<file path="config.mk">
export PLATFORM = sky130hd
export DESIGN_NAME = damper_sampling_controller
export DESIGN_NICKNAME = d
export VERILOG_FILES = /design/src/dsc_pkg.sv /design/src/dsc_regs.sv /design/src/dsc_core.sv /design/src/damper_sampling_controller.sv
export SDC_FILE = /design/constraint.sdc
export NUM_CORES = 1
export LEC_CHECK = 0
export BUFFER_PORTS_ARGS = -buffer_cell sky130_fd_sc_hd__buf_2
export CAP_MARGIN = 20
export CORE_MARGIN = 2
export CORE_UTILIZATION = 25
export CTS_CLUSTER_SIZE = 28
export DETAILED_ROUTE_END_ITERATION = 8
export PLACE_DENSITY = 0.52
export SLEW_MARGIN = 5
export SYNTH_ARGS = -nofsm -noshare
export SYNTH_HDL_FRONTEND = slang
export SYNTH_SLANG_ARGS = --single-unit
</file>
<file path="constraint.sdc">
create_clock -name clk -period 4.67 [get_ports clk]
set_clock_uncertainty 0.15 [all_clocks]
set_input_delay 0.7005 -clock clk [delete_from_list [all_inputs] [get_ports clk]]
set_output_delay 0.7005 -clock clk [all_outputs]
set_load 0.02 [all_outputs]
</file>
<file path="src/dsc_pkg.sv">
// ----------------------------------------------------------------------------
// dsc_pkg
// Types and constants shared by the damper sampling controller.
// ----------------------------------------------------------------------------
package dsc_pkg;

  typedef enum logic [1:0] {
    PHASE_CLOSED  = 2'd0,
    PHASE_PROBING = 2'd1,
    PHASE_OPEN    = 2'd2
  } phase_t;

  typedef enum logic [2:0] {
    REG_WAKE_LOW   = 3'd0,
    REG_WAKE_HIGH  = 3'd1,
    REG_DELTA_LOW  = 3'd2,
    REG_DELTA_HIGH = 3'd3,
    REG_CLOSED_INT = 3'd4,
    REG_PROBE_INT  = 3'd5,
    REG_OPEN_INT   = 3'd6
  } reg_idx_t;

  localparam int ADDR_W  = 5;
  localparam int TEMP_W  = 12;
  localparam int DELTA_W = 11;
  localparam int COUNT_W = 10;

  localparam logic [COUNT_W-1:0] COUNT_MAX = '1;

  typedef struct packed {
    logic signed [TEMP_W-1:0] wake_low_temp;
    logic signed [TEMP_W-1:0] wake_high_temp;
    logic [DELTA_W-1:0]       delta_low_temp;
    logic [DELTA_W-1:0]       delta_high_temp;
    logic [COUNT_W-1:0]       closed_interval;
    logic [COUNT_W-1:0]       probe_interval;
    logic [COUNT_W-1:0]       open_interval;
  } cfg_t;

endpackage

</file>
<file path="src/dsc_regs.sv">
// ----------------------------------------------------------------------------
// dsc_regs
// APB register file holding the thresholds and phase intervals.
// ----------------------------------------------------------------------------
module dsc_regs (
  input  logic                        clk,
  input  logic                        rst,
  input  logic                        psel,
  input  logic                        penable,
  input  logic                        pwrite,
  input  logic [dsc_pkg::ADDR_W-1:0]  paddr,
  input  logic [31:0]                 pwdata,
  output logic [31:0]                 prdata,
  output logic                        pready,
  output dsc_pkg::cfg_t               cfg
);

  dsc_pkg::reg_idx_t idx;
  logic              wr;

  assign idx    = dsc_pkg::reg_idx_t'(paddr[dsc_pkg::ADDR_W-1:2]);
  assign wr     = psel && penable && pwrite;
  assign pready = 1'b1;

  always_ff @(posedge clk) begin
    if (rst) begin
      cfg.wake_low_temp   <= 12'sd0;
      cfg.wake_high_temp  <= 12'sd250;
      cfg.delta_low_temp  <= 11'd30;
      cfg.delta_high_temp <= 11'd30;
      cfg.closed_interval <= 10'd60;
      cfg.probe_interval  <= 10'd5;
      cfg.open_interval   <= 10'd60;
    end else if (wr) begin
      unique case (idx)
        dsc_pkg::REG_WAKE_LOW:   cfg.wake_low_temp   <= pwdata[11:0];
        dsc_pkg::REG_WAKE_HIGH:  cfg.wake_high_temp  <= pwdata[11:0];
        dsc_pkg::REG_DELTA_LOW:  cfg.delta_low_temp  <= pwdata[10:0];
        dsc_pkg::REG_DELTA_HIGH: cfg.delta_high_temp <= pwdata[10:0];
        dsc_pkg::REG_CLOSED_INT: cfg.closed_interval <= pwdata[9:0];
        dsc_pkg::REG_PROBE_INT:  cfg.probe_interval  <= pwdata[9:0];
        dsc_pkg::REG_OPEN_INT:   cfg.open_interval   <= pwdata[9:0];
        default: ;
      endcase
    end
  end

  always_comb begin
    unique case (idx)
      dsc_pkg::REG_WAKE_LOW:   prdata = {{20{cfg.wake_low_temp[11]}}, cfg.wake_low_temp};
      dsc_pkg::REG_WAKE_HIGH:  prdata = {{20{cfg.wake_high_temp[11]}}, cfg.wake_high_temp};
      dsc_pkg::REG_DELTA_LOW:  prdata = {21'd0, cfg.delta_low_temp};
      dsc_pkg::REG_DELTA_HIGH: prdata = {21'd0, cfg.delta_high_temp};
      dsc_pkg::REG_CLOSED_INT: prdata = {22'd0, cfg.closed_interval};
      dsc_pkg::REG_PROBE_INT:  prdata = {22'd0, cfg.probe_interval};
      dsc_pkg::REG_OPEN_INT:   prdata = {22'd0, cfg.open_interval};
      default:                 prdata = 32'd0;
    endcase
  end

endmodule

</file>
<file path="src/dsc_core.sv">
// ----------------------------------------------------------------------------
// dsc_core
// Input register, phase/counter/motor state and result register.
// ----------------------------------------------------------------------------
module dsc_core (
  input  logic                              clk,
  input  logic                              rst,
  input  dsc_pkg::cfg_t                     cfg,
  input  logic                              item_valid,
  output logic                              item_ready,
  input  logic                              minute_tick,
  input  logic                              stop_low_level,
  input  logic                              stop_high_level,
  input  logic signed [dsc_pkg::TEMP_W-1:0] inside_temp,
  input  logic signed [dsc_pkg::TEMP_W-1:0] outside_temp,
  output logic                              result_valid,
  input  logic                              result_ready,
  output logic                              motor_enable,
  output logic                              open_direction,
  output logic [1:0]                        phase_now,
  output logic                              decision_made
);

  // input register
  logic                              in_full;
  logic                              tick_q;
  logic                              s_low_q;
  logic                              s_high_q;
  logic signed [dsc_pkg::TEMP_W-1:0] inside_q;
  logic signed [dsc_pkg::TEMP_W-1:0] outside_q;

  // state, also the result payload
  dsc_pkg::phase_t                   phase;
  dsc_pkg::phase_t                   phase_next;
  logic [dsc_pkg::COUNT_W-1:0]       minute_count;
  logic [dsc_pkg::COUNT_W-1:0]       minute_count_next;
  logic                              motor_on;
  logic                              motor_on_next;
  logic                              direction;
  logic                              direction_next;
  logic                              decided;
  logic                              decided_next;

  logic                              advance;
  logic                              load;
  logic [dsc_pkg::COUNT_W-1:0]       count_inc;
  logic [dsc_pkg::COUNT_W-1:0]       interval;
  logic signed [dsc_pkg::TEMP_W:0]   diff_io;
  logic signed [dsc_pkg::TEMP_W:0]   diff_oi;
  logic signed [dsc_pkg::TEMP_W:0]   dlow;
  logic signed [dsc_pkg::TEMP_W:0]   dhigh;
  logic                              keep_open;

  assign advance    = !result_valid || result_ready;
  assign load       = in_full && advance;
  assign item_ready = !in_full || advance;

  always_ff @(posedge clk) begin
    if (rst) begin
      in_full <= 1'b0;
    end else if (item_ready) begin
      in_full <= item_valid;
    end
  end

  always_ff @(posedge clk) begin
    if (item_ready && item_valid) begin
      tick_q    <= minute_tick;
      s_low_q   <= stop_low_level;
      s_high_q  <= stop_high_level;
      inside_q  <= inside_temp;
      outside_q <= outside_temp;
    end
  end

  assign diff_io = {inside_q[dsc_pkg::TEMP_W-1], inside_q}
                 - {outside_q[dsc_pkg::TEMP_W-1], outside_q};
  assign diff_oi = {outside_q[dsc_pkg::TEMP_W-1], outside_q}
                 - {inside_q[dsc_pkg::TEMP_W-1], inside_q};
  assign dlow    = $signed({2'b00, cfg.delta_low_temp});
  assign dhigh   = $signed({2'b00, cfg.delta_high_temp});

  assign keep_open = ((outside_q < cfg.wake_low_temp) && (diff_io > dlow))
                  || ((outside_q > cfg.wake_high_temp) && (diff_oi > dhigh));

  assign count_inc = (tick_q && minute_count != dsc_pkg::COUNT_MAX)
                   ? minute_count + 1'b1 : minute_count;

  always_comb begin
    case (phase)
      dsc_pkg::PHASE_PROBING: interval = cfg.probe_interval;
      dsc_pkg::PHASE_OPEN:    interval = cfg.open_interval;
      default:                interval = cfg.closed_interval;
    endcase
  end

  always_comb begin
    phase_next        = phase;
    direction_next    = direction;
    motor_on_next     = (s_low_q == s_high_q) ? 1'b0 : motor_on;
    minute_count_next = count_inc;
    decided_next      = 1'b0;
    if (count_inc >= interval) begin
      decided_next      = 1'b1;
      minute_count_next = '0;
      if (phase == dsc_pkg::PHASE_PROBING || phase == dsc_pkg::PHASE_OPEN) begin
        if (keep_open) begin
          phase_next = dsc_pkg::PHASE_OPEN;
        end else begin
          direction_next = 1'b0;
          motor_on_next  = 1'b1;
          phase_next     = dsc_pkg::PHASE_CLOSED;
        end
      end else begin
        direction_next = 1'b1;
        motor_on_next  = 1'b1;
        phase_next     = dsc_pkg::PHASE_PROBING;
      end
    end
  end

  always_ff @(posedge clk) begin
    if (rst) begin
      phase        <= dsc_pkg::PHASE_CLOSED;
      minute_count <= '0;
      motor_on     <= 1'b1;
      direction    <= 1'b0;
      decided      <= 1'b0;
      result_valid <= 1'b0;
    end else begin
      if (advance) begin
        result_valid <= in_full;
      end
      if (load) begin
        phase        <= phase_next;
        minute_count <= minute_count_next;
        motor_on     <= motor_on_next;
        direction    <= direction_next;
        decided      <= decided_next;
      end
    end
  end

  assign motor_enable   = motor_on;
  assign open_direction = direction;
  assign phase_now      = phase;
  assign decision_made  = decided;

endmodule

</file>
<file path="src/damper_sampling_controller.sv">
// ----------------------------------------------------------------------------
// damper_sampling_controller
// Damper motor controller that samples air by opening at set intervals.
// ----------------------------------------------------------------------------
// Items enter on item_valid/item_ready with the minute tick, both end-stop
// levels and the inside/outside temperatures. Each item yields one result on
// result_valid/result_ready: motor enable, direction, phase after the item
// and whether an interval expired.
// An accepted item is held in the input register, then the state update loads
// the result register. Throughput is one item per cycle while results are
// taken; the state update is combinational, so items can follow back to
// back.
// When the receiver stalls the result holds and one more item waits in the
// input register; item_ready then drops until the result is taken.
// Reset (rst, synchronous) empties both stages, puts the phase at closed,
// clears the minute counter, turns the motor on toward closed and restores
// the register defaults. The user must write registers over the APB port only
// while no item is in flight; the block itself does not enforce this.
// ----------------------------------------------------------------------------
module damper_sampling_controller (
  input  logic                              clk,
  input  logic                              rst,
  input  logic                              psel,
  input  logic                              penable,
  input  logic                              pwrite,
  input  logic [dsc_pkg::ADDR_W-1:0]        paddr,
  input  logic [31:0]                       pwdata,
  output logic [31:0]                       prdata,
  output logic                              pready,
  input  logic                              item_valid,
  output logic                              item_ready,
  input  logic                              minute_tick,
  input  logic                              stop_low_level,
  input  logic                              stop_high_level,
  input  logic signed [dsc_pkg::TEMP_W-1:0] inside_temp,
  input  logic signed [dsc_pkg::TEMP_W-1:0] outside_temp,
  output logic                              result_valid,
  input  logic                              result_ready,
  output logic                              motor_enable,
  output logic                              open_direction,
  output logic [1:0]                        phase_now,
  output logic                              decision_made
);

  dsc_pkg::cfg_t cfg;

  dsc_regs u_regs (
    .clk     (clk),
    .rst     (rst),
    .psel    (psel),
    .penable (penable),
    .pwrite  (pwrite),
    .paddr   (paddr),
    .pwdata  (pwdata),
    .prdata  (prdata),
    .pready  (pready),
    .cfg     (cfg)
  );

  dsc_core u_core (
    .clk             (clk),
    .rst             (rst),
    .cfg             (cfg),
    .item_valid      (item_valid),
    .item_ready      (item_ready),
    .minute_tick     (minute_tick),
    .stop_low_level  (stop_low_level),
    .stop_high_level (stop_high_level),
    .inside_temp     (inside_temp),
    .outside_temp    (outside_temp),
    .result_valid    (result_valid),
    .result_ready    (result_ready),
    .motor_enable    (motor_enable),
    .open_direction  (open_direction),
    .phase_now       (phase_now),
    .decision_made   (decision_made)
  );

endmodule

</file>
After elaboration in Yosys (flattened, before gate mapping)
Index checks and enable logic that the tools add are counted.
{"block": "word_totals", "ff_bits": 120, "inputBits": 71, "wordCells": 74}
{"block": "classes", "n_addsub": 3, "n_lt_le_gt_ge": 5, "n_eq_ne": 11, "muxes": 13, "reduce_logical": 23}
{"cell": "$pmux W32 S7", "count": 1}
{"cell": "$gt A13 B12 Y1", "count": 2}
{"cell": "$sub A12 B12 Y13", "count": 2}
{"cell": "$mux W10", "count": 2}
{"cell": "$pmux W10 S2", "count": 1}
{"cell": "$reduce_and A2 Y1", "count": 8}
{"cell": "$gt A12 B12 Y1", "count": 1}
{"cell": "$lt A12 B12 Y1", "count": 1}
{"cell": "$add A10 B1 Y10 const B", "count": 1}
{"cell": "$ge A10 B10 Y1", "count": 1}
{"cell": "$ne A10 B10 Y1 const B", "count": 1}
{"cell": "$eq A3 B3 Y1 const B", "count": 3}
{"cell": "$logic_and A1 B1 Y1", "count": 7}
{"cell": "$mux W1", "count": 7}
{"cell": "$eq A3 B2 Y1 const B", "count": 2}
{"cell": "$logic_or A1 B1 Y1", "count": 4}
{"cell": "$mux W2", "count": 2}
{"cell": "$eq A3 B1 Y1 const B", "count": 1}
{"cell": "$logic_not A3 Y1", "count": 1}
{"cell": "$reduce_and A3 Y1", "count": 1}
{"cell": "$eq A2 B1 Y1 const B", "count": 1}
{"cell": "$eq A2 B2 Y1 const B", "count": 1}
{"cell": "$logic_not A1 Y1", "count": 2}
{"cell": "$ne A2 B2 Y1 const B", "count": 1}
{"cell": "$eq A1 B1 Y1", "count": 1}

Logic depth before layout (Yosys ltp)
Gate-level depths: netlist of the first run.
{"block": "logic_depth", "depth_word": 7, "ltp_mapped": 17, "depth_no_buf": 17}

By module
Synthesis of the first run repeated with hierarchy kept, for this count alone.
{"block": "hier_totals", "hier_cells": 920, "area_unflattened_um2": 8318.0}
{"mod": "dsc_core", "instances": 1, "cells_per_inst": 521, "area_per_inst_um2": 4413.0, "seq_area_each_um2": 1151.1}
{"mod": "dsc_regs", "instances": 1, "cells_per_inst": 399, "area_per_inst_um2": 3905.0, "seq_area_each_um2": 1521.5}

Worst setup path after synthesis of the first run
No wires, ideal clock.
{"block": "synth_timing", "path_type": "input to output", "start": "in paddr[2] (netlist name)", "end": "out prdata[12]", "arrival_ns": 3.308, "t_required_ns": 3.819, "setup_slack_ns": 0.512, "stages": 6, "n_path_buf": 4, "path_cell_list": "buf_2 buf_2 buf_1 mux2i_1 nor3_1 buf_4"}
{"block": "synth_via", "elab_chain_len": 2}
{"item": "start: declaration", "line": "damper_sampling_controller.sv:26", "source": "input logic [dsc_pkg::ADDR_W-1:0] paddr,"}
{"item": "$eq A3 B3 Y1, or another cell as far along", "line": "dsc_regs.sv:49", "source": "unique case (idx)"}
{"item": "$pmux W32 S7 *", "line": "dsc_regs.sv:49"}
{"item": "end: declaration", "line": "damper_sampling_controller.sv:28", "source": "output logic [31:0] prdata,"}
Mark *: on every way between the ends. The rest lies on a longest branch, timed or not.

Worst setup path in the final report of the first run
{"block": "layout_timing", "start": "reg u_core.outside_q[3] (netlist name)", "end": "reg u_core.phase[1], in the netlist u_core.phase_now[1]"}
{"block": "layout_via", "elab_chain_len": 6}
{"item": "start: declaration", "line": "dsc_core.sv:30", "source": "logic signed [dsc_pkg::TEMP_W-1:0] outside_q;"}
{"item": "start signal: assignment", "line": "dsc_core.sv:72", "source": "outside_q <= outside_temp;"}
{"item": "$sub A12 B12 Y13 (on tied branches)", "line": "dsc_core.sv:77, dsc_core.sv:79"}
{"item": "$gt A13 B12 Y1 (on tied branches)", "line": "dsc_core.sv:83, dsc_core.sv:84"}
{"item": "$logic_and A1 B1 Y1 (on tied branches)", "line": "dsc_core.sv:83, dsc_core.sv:84"}
{"item": "$logic_or A1 B1 Y1 *", "line": "dsc_core.sv:84", "source": "|| ((outside_q > cfg.wake_high_temp) && (diff_oi > dhigh));"}
{"item": "$mux W2 *", "line": "dsc_core.sv:107", "source": "if (keep_open) begin"}
{"item": "$mux W2 *", "line": "dsc_core.sv:106", "source": "if (phase == dsc_pkg::PHASE_PROBING || phase == dsc_pkg::PHASE_OPEN) begin"}
{"item": "end signal: assignment", "line": "dsc_core.sv:124", "source": "phase <= dsc_pkg::PHASE_CLOSED;"}
{"item": "end signal: assignment", "line": "dsc_core.sv:135", "source": "phase <= phase_next;"}
{"item": "end: declaration", "line": "dsc_core.sv:33", "source": "dsc_pkg::phase_t phase;"}
Marked as above.
A chain may end at the register's enable or synchronous reset.

==> results of run 1 <==
==> layout make-up <==
class	instances	share of cell area
multi-input cells	674	0.499
flip-flops and latches	120	0.292
clock buffers	25	0.0576
repair buffers	96	0.0550
well taps	402	0.0550
inverters	84	0.0345
clock inverters	6	0.00657
==> Yosys cell counts, drive strengths merged, types with 5 or more instances <==
library cell / count / area (um2)
a211o: 26 / 228
a211oi: 6 / 55.1
a21boi: 5 / 37.5
a21o: 6 / 45.0
a21oi: 90 / 454
a22oi: 24 / 180
a32oi: 5 / 43.8
and2: 8 / 50.1
buf: 38 / 248
clkbuf: 26 / 97.6
dfxtp: 93 / 1860
edfxtp: 27 / 811
ha: 82 / 1030
inv: 84 / 315
mux2i: 31 / 310
nand2: 106 / 398
nand2b: 12 / 75.1
nand3: 23 / 115
nand4: 14 / 93.8
nor2: 84 / 315
nor2b: 24 / 150
nor3: 12 / 60.1
o21a: 5 / 37.5
o21ai: 30 / 154
xnor2: 18 / 158
xor2: 5 / 43.8
==> per-stage QoR <==
stage | util | hold slack (ns)
6_report | 0.292 | 0.302
5_1_grt | 0.292 | 0.292
4_1_cts | 0.292 | 0.286
3_5_place_dp | 0.273 | 0.298
3_3_place_gp | 0.273 | 0.292
2_1_floorplan | - | 0.286
==> sequential cells by signal, summed over array words and instances, names as in the netlist <==
name                   cells
u_regs.cfg                76
u_core.inside_q           12
u_core.outside_q          12
u_core.minute_count       10
u_core.phase_now           2
u_core.decision_made       1
u_core.in_full             1
u_core.motor_enable        1
u_core.open_direction      1
u_core.result_valid        1
u_core.s_high_q            1
u_core.s_low_q             1
u_core.tick_q              1
==> where the power goes <==
group | internal, mW | total, mW | switching, mW
combinational | 0.172 | 0.441 | 0.269
clock | 0.830 | 1.32 | 0.487
sequential | 1.09 | 1.11 | 0.0194
==> cell families after synthesis <==
family | Yosys count | share of synthesized area
AO/OA/AOI/OAI | 238 | 0.201
buffers and inverters | 148 | 0.0838
multiplexers | 34 | 0.0451
flip-flops | 120 | 0.339
AND/OR/NAND/NOR | 294 | 0.169
XOR/XNOR | 23 | 0.0256
adder cells (fa/ha/maj) | 84 | 0.135
other | 1 | 0.000476
==> routing by layer <==
layer	GRT usage	wire length [um]	up-vias
met4	0.0420	362	0
met5	0	0	-
li1	-	-	3399
met3	0.0223	845	22
met1	0.201	11500	3108
met2	0.217	10100	173
==> worst register-to-register path: cells and delay by family, from the launching register on <==
kind / cells / cell delay (ns)
xor+xnor: 1 / 0.25
fa+ha+maj: 2 / 0.79
buf+inv: 1 / 0.08
flops: 1 / 0.49
compound gates: 7 / 1.63
simple gates: 3 / 0.69
==> path summary, 6_finish.rpt <==
check,startpoint,endpoint,slack (ns),cells past startpoint
min reg2reg,u_regs.cfg[60],u_regs.cfg[60],0.30,2
min,outside_temp[7],u_core.outside_q[7],0.30,1
max reg2reg,u_core.outside_q[3],u_core.phase_now[1],0.46,14
max,u_core.outside_q[3],u_core.phase_now[1],0.46,14
==> reports/qor.csv, run 1 <==
stage;metric;value;unit
worst_setup_path;maximum fanout along the worst path;9;
job;Max Cap Viol;0;
global_routing;antenna violations before repair;0;
global_routing;vias in the first global route;6318;
sta;worst slew pin tran;0.852;ns
place;Final HPWL DP;17500;um
power_and_ir_drop;Leak;3.67;nW
sta;Slew Limit Fails;0;
finish;FF/Latch Area;2670;um2
cts;post-CTS setup buffer count;0;
finish;Layout area overhead;16.0;%
sta;Final Cycle Share;0.902;
die;Die Y;182;um
drt;per-cell routed wire length;16.3;um
power_and_ir_drop;total power;2.86;mW
sta;RSZ-0062 raised after global routing;no;
finish;design area;9140;um2
drt;vias per cell;4.76;
worst_setup_path;Critical Path Most Common Cell;ha_1;
global_routing;first-pass GRT wire length;35700;um
cts;CTS root buffer;clkbuf_16;
sta;slew margin rel.;0.432;
power_and_ir_drop;pwr dens;313;nW/um2
logic_synthesis;Mapped Area;7880;um2
finish;# nets final;1148;
global_routing;largest net degree at the start of global routing;77;
logic_synthesis;Gate Count Post-Synth;942;
sta;Final setup violation count;0;
logic_synthesis;number of synthesized flops with an enable pin;27;
place;cell count after placement;1376;
drt;post-route ant nets;0;
worst_setup_path;Crit. End Element;flop;
place;routability cong.;0.832;
finish;commonest non-fill, non-tap cell in the layout;nand2_1;
worst_setup_path;Worst Path Buf+Inv;1;
die;Initial Util;0.252;
finish;# fillers;3324;
finish;Antenna diodes;0;
place;dpl ws;0.442;ns
logic_synthesis;Post-Synthesis Net Count;1097;
drt;drt pass-1 iters;5;
cts;CTS tree;done;
place;port bufs;87;
drt;via count;6702;
cts;clock sink count;120;
power_and_ir_drop;Max VDD drop;0.198;mV
finish;Layout Cells excl Fill;1407;
worst_setup_path;Worst path top cell family by delay;compound AO/OA/AOI/OAI gates;
sta;final worst path period need;4.21;ns
finish;commonest cells after routing, fill and taps aside;nand2_1 (106), dfxtp_1 (93), a21oi_1 (89);
logic_synthesis;ys flop type;dfxtp_1;
die;Total Die Area;33000;um2
logic_synthesis;sequential area share after synthesis;0.339;
logic_synthesis;yosys warns;0;
die;die width;182;um
drt;Routed WL;22900;um
die;Core Box Area;31300;um2
cts;CTS clk-pin slew, worst paths;0.05;ns
sta;Max Freq;0.237;GHz
global_routing;Remaining Overflow, GRT;0;
drt;DRT iter0 DRCs;541;
worst_setup_path;CP peak stage delay;0.49;ns
worst_setup_path;CP max-delay cell;edfxtp_1;
sta;setup TNS;0;ns
worst_setup_path;WP data required;4.81;ns
cts;Num CTS Buffers;17;
worst_setup_path;critical path class;reg2reg;
finish;multi-input logic area;4560;um2
logic_synthesis;Synth cell types;66;
worst_setup_path;startpoint class of the critical path;flop;
sta;final hold vios;0;
cts;# hold bufs at CTS;0;
cts;cts repair resizes;0;
worst_setup_path;critical path cell sequence;inv_1 > ha_1 > nand4_1 > a41oi_1 > o21ai_1 > nand2b_1 > a31oi_1 > xnor2_1 > ha_1 > a2111oi_0 > a21oi_1 > nor4b_1 > o22a_1 > o32ai_1;
sta;Setup WS post-layout;0.458;ns
place;placed cell area;8550;um2
hold_path;class of the most critical hold timing path;in2reg;
global_routing;total global-route track usage;0.140;
status;result of the run;completed;
logic_synthesis;syn_area_per_cell;8.37;um2
cts;H-Tree Depth;4;
worst_setup_path;crit path DAT;4.35;ns
logic_synthesis;synthesis-stage register bit count;120;
cts;clock buffer depth;2;
finish;share of cells above drive strength 1;0.141;
cts;later-pin clock latency in the skew report;0.42;ns
die;Rows;65;
drt;# DRC;0;
die;I/O pin count;111;
logic_synthesis;ys async rst share;0;
Power figures use the tool's default switching activity.
==> inputs of run 2 (changes only) <==
Settings changed: CTS_BUF_LIST from default to sky130_fd_sc_hd__clkbuf_8 sky130_fd_sc_hd__clkbuf_16.
==> reports/qor.csv, run 2 (synthesis results as in run 1) <==
stage;metric;value;unit
sta;hold slack final;0.302;ns
sta;Max Freq;0.237;GHz
finish;design area;9140;um2
worst_setup_path;Setup crit end;u_core.phase_now[1];
cts;cts repair resizes;0;
power_and_ir_drop;Max VDD drop;0.198;mV
finish;Biggest register;u_regs.cfg;
die;Core Box Area;31300;um2
die;die width;182;um
place;routability cong.;0.832;
status;result of the run;completed;
worst_setup_path;Crit. End Element;flop;
drt;vias per cell;4.76;
sta;Final setup violation count;0;
global_routing;largest net degree at the start of global routing;77;
finish;commonest cells after routing, fill and taps aside;nand2_1 (106), dfxtp_1 (93), a21oi_1 (89);
sta;slew margin rel.;0.434;
die;I/O pin count;111;
finish;share of cells above drive strength 1;0.141;
global_routing;total global-route track usage;0.140;
die;Rows;65;
drt;DRT iter0 DRCs;543;
worst_setup_path;critical path class;reg2reg;
finish;# nets final;1148;
worst_setup_path;reg2reg end;u_core.phase_now[1];
finish;largest registers;u_regs.cfg: 76 flops, u_core.inside_q: 12 flops, u_core.outside_q: 12 flops;
die;Total Die Area;33000;um2
power_and_ir_drop;Leak;3.68;nW
finish;fin util;0.292;
place;placed cell area;8550;um2
job;Max Cap Viol;0;
worst_setup_path;startpoint class of the critical path;flop;
global_routing;vias in the first global route;6318;
finish;commonest non-fill, non-tap cell in the layout;nand2_1;
drt;drt pass-1 iters;5;
place;dpl ws;0.442;ns
finish;number of flip-flops in the largest register;76;
place;cell count after placement;1376;
sta;Setup WS post-layout;0.459;ns
cts;CTS clk-pin slew, worst paths;0.05;ns
cts;H-Tree Depth;4;
place;port bufs;87;
finish;Antenna diodes;0;
sta;Slew Limit Fails;0;
worst_setup_path;crit path DAT;4.35;ns
cts;later-pin clock latency in the skew report;0.42;ns
hold_path;class of the most critical hold timing path;in2reg;
sta;Final Cycle Share;0.902;
global_routing;antenna violations before repair;0;
worst_setup_path;Register-to-Register Path Depth;14;
worst_setup_path;WP data required;4.81;ns
cts;clock buffer depth;2;
cts;Num CTS Buffers;17;
cts;clock sink count;120;
cts;CTS tree;done;
finish;Layout area overhead;16.0;%
cts;CTS root buffer;clkbuf_16;
sta;setup TNS;0;ns
global_routing;Remaining Overflow, GRT;0;
finish;Layout Cells excl Fill;1407;
worst_setup_path;worst reg2reg setup slack;0.46;ns
power_and_ir_drop;pwr dens;313;nW/um2
drt;post-route ant nets;0;
place;Final HPWL DP;17500;um
sta;final worst path period need;4.21;ns
worst_setup_path;maximum fanout along the worst path;9;
cts;# hold bufs at CTS;0;
die;Die Y;182;um
cts;post-CTS setup buffer count;0;
drt;Routed WL;22900;um
sta;RSZ-0062 raised after global routing;no;
power_and_ir_drop;total power;2.86;mW
global_routing;first-pass GRT wire length;35700;um
sta;final hold vios;0;
sta;worst slew pin tran;0.848;ns
worst_setup_path;Setup crit start;u_core.outside_q[3];
drt;# DRC;0;
drt;via count;6692;
worst_setup_path;Reg-to-Reg Start;u_core.outside_q[3];
drt;per-cell routed wire length;16.3;um
die;Initial Util;0.252;
-- run 2: where the power goes --
part           leakage (nW)  internal, mW  switching [mW]
Clock                 0.303         0.826           0.487
Sequential             1.02          1.09          0.0194
Combinational          2.36         0.172           0.269
-- run 2: routing by layer --
metal  vias to the layer above  part of all wire  wire length (um)  global-route usage
met5                         -                 0                 0                   0
met4                         0             0.015               353              0.0420
met3                        20             0.038               862              0.0223
met2                       173              0.44             10100               0.217
met1                      3101              0.50             11500               0.201
li1                       3398                 -                 -                   -
-- run 2: layout make-up --
type | count | area (um2)
multi-input cells | 674 | 4560
repair buffers | 96 | 503
flip-flops and latches | 120 | 2670
fillers | 3324 | 22200
clock inverters | 8 | 67.6
well taps | 402 | 503
inverters | 84 | 315
clock buffers | 23 | 519
-- run 2: worst max-delay path, cell delays in order (launching register included) --
cell,delay (ns)
edfxtp_1,0.49
inv_1,0.08
ha_1,0.47
nand4_1,0.20
a41oi_1,0.37
o21ai_1,0.11
nand2b_1,0.16
a31oi_1,0.12
xnor2_1,0.25
ha_1,0.32
a2111oi_0,0.43
a21oi_1,0.16
nor4b_1,0.33
o22a_1,0.31
o32ai_1,0.13
-- run 2: how the worst min path moves through the flow --
stage	from	to	slack, ns	cells after the start
6_report	outside_temp[7]	u_core.outside_q[7]	0.30	1
5_1_grt	outside_temp[5]	u_core.outside_q[5]	0.29	1
4_1_cts	inside_temp[9]	u_core.inside_q[9]	0.29	1
3_5_place_dp	u_regs.cfg[50]	u_regs.cfg[50]	0.30	2
3_3_place_gp	u_regs.cfg[50]	u_regs.cfg[50]	0.29	2
2_1_floorplan	u_regs.cfg[48]	u_regs.cfg[48]	0.29	2
==> inputs of run 3 (changes only) <==
Settings changed: CORE_UTILIZATION 25 to 55, PLACE_DENSITY 0.52 to 0.88.
==> reports/qor.csv, run 3 (synthesis results as in run 1) <==
stage;metric;value;unit
job;Max Cap Viol;0;
drt;per-cell routed wire length;17.8;um
status;result of the run;completed;
cts;Num CTS Buffers;17;
worst_setup_path;WP data required;4.78;ns
cts;later-pin clock latency in the skew report;0.42;ns
cts;post-CTS setup buffer count;0;
sta;slew margin rel.;0.335;
power_and_ir_drop;total power;2.88;mW
finish;commonest non-fill, non-tap cell in the layout;nand2_1;
finish;number of flip-flops in the largest register;76;
drt;via count;7191;
drt;post-route ant nets;0;
finish;largest registers;u_regs.cfg: 76 flops, u_core.inside_q: 12 flops, u_core.outside_q: 12 flops;
die;Initial Util;0.566;
die;Total Die Area;15300;um2
drt;# DRC;0;
global_routing;antenna violations before repair;0;
place;Final HPWL DP;15200;um
power_and_ir_drop;pwr dens;325;nW/um2
sta;RSZ-0062 raised after global routing;no;
finish;share of cells above drive strength 1;0.139;
cts;clock sink count;120;
cts;CTS root buffer;clkbuf_16;
worst_setup_path;Setup crit start;u_core.outside_q[4];
cts;H-Tree Depth;4;
worst_setup_path;Reg-to-Reg Start;u_core.outside_q[4];
die;Rows;43;
drt;Routed WL;21000;um
hold_path;class of the most critical hold timing path;in2reg;
die;die width;124;um
worst_setup_path;CP peak stage delay;0.48;ns
worst_setup_path;CP max-delay cell;edfxtp_1;
global_routing;Remaining Overflow, GRT;0;
sta;final hold vios;0;
sta;Final Cycle Share;0.880;
finish;Layout area overhead;12.5;%
sta;Final setup violation count;0;
worst_setup_path;Worst Path Buf+Inv;1;
finish;Antenna diodes;0;
die;I/O pin count;111;
sta;Slew Limit Fails;0;
die;Core Box Area;13900;um2
cts;CTS tree;done;
drt;drt pass-1 iters;5;
power_and_ir_drop;Max VDD drop;0.242;mV
global_routing;vias in the first global route;6647;
sta;worst slew pin tran;0.994;ns
sta;setup TNS;0;ns
global_routing;first-pass GRT wire length;33200;um
cts;cts repair resizes;0;
finish;Biggest register;u_regs.cfg;
worst_setup_path;Crit. End Element;flop;
finish;commonest cells after routing, fill and taps aside;nand2_1 (106), dfxtp_1 (93), a21oi_1 (89);
sta;final worst path period need;4.11;ns
worst_setup_path;critical path class;reg2reg;
worst_setup_path;crit path DAT;4.22;ns
global_routing;total global-route track usage;0.283;
finish;# nets final;1146;
die;Die Y;124;um
place;port bufs;87;
hold_path;HP Start;inside_temp[4];
drt;DRT iter0 DRCs;855;
worst_setup_path;maximum fanout along the worst path;9;
cts;# hold bufs at CTS;0;
global_routing;largest net degree at the start of global routing;57;
sta;Max Freq;0.243;GHz
place;routability cong.;0.924;
cts;CTS clk-pin slew, worst paths;0.06;ns
worst_setup_path;critical path cell sequence;inv_1 > ha_1 > a21oi_2 > a41o_1 > a21oi_1 > or2_2 > a31oi_1 > xnor2_1 > ha_1 > a2111oi_0 > a21oi_1 > nor4_1 > o22a_1 > a311oi_2;
worst_setup_path;startpoint class of the critical path;flop;
drt;vias per cell;6.07;
worst_setup_path;Worst path top cell family by delay;compound AO/OA/AOI/OAI gates;
cts;clock buffer depth;2;
power_and_ir_drop;Leak;3.68;nW
finish;# fillers;1100;
## run 3: area by class of cell
| class | count | area [um2] | area share |
|---|---|---|---|
| multi-input combinational | 674 | 4560 | 0.514 |
| sequential | 120 | 2670 | 0.301 |
| clock buffer | 22 | 505 | 0.0570 |
| timing repair buffer | 94 | 492 | 0.0555 |
| inverter | 84 | 315 | 0.0356 |
| tap | 180 | 225 | 0.0254 |
| clock inverter | 10 | 97.6 | 0.0110 |
## run 3: report_power, final
group	switching, mW	internal (mW)
clock network	0.462	0.863
logic	0.270	0.174
registers	0.0209	1.09
## run 3: final timing paths
path / end / slack (ns) / cells past startpoint
setup / recovery: u_core.open_direction / 0.56 / 14
hold / removal: u_core.inside_q[4] / 0.30 / 1
setup reg to reg: u_core.open_direction / 0.56 / 14
hold reg to reg: u_regs.cfg[50] / 0.31 / 2
## run 3: worst register-to-register path, cell delays in order, from the launching register on
cell and delay (ns):
edfxtp_1 0.48, inv_1 0.08, ha_1 0.44, a21oi_2 0.24, a41o_1 0.24, a21oi_1 0.07, or2_2 0.30, a31oi_1 0.21
xnor2_1 0.14, ha_1 0.28, a2111oi_0 0.41, a21oi_1 0.14, nor4_1 0.34, o22a_1 0.31, a311oi_2 0.12
## run 3: layer usage
layer  routed length [um]  GRT usage
met3                 2140     0.0559
met1                 8730      0.376
met5                    0          0
met2                 9380      0.444
met4                  775      0.135
## run 3: per-stage QoR
step                      hold slack (ns)  utilization  setup WS [ns]  area (um2)  instances
final                               0.301        0.636          0.560        8870       1184
after CTS                           0.290        0.635          0.591        8850       1183
after detailed placement            0.298        0.592          0.631        8250       1151
after global routing                0.295        0.636          0.271        8870       1184
after floorplan                     0.286            -          0.512        7880        942
after global placement              0.292        0.592          0.715        8250       1151
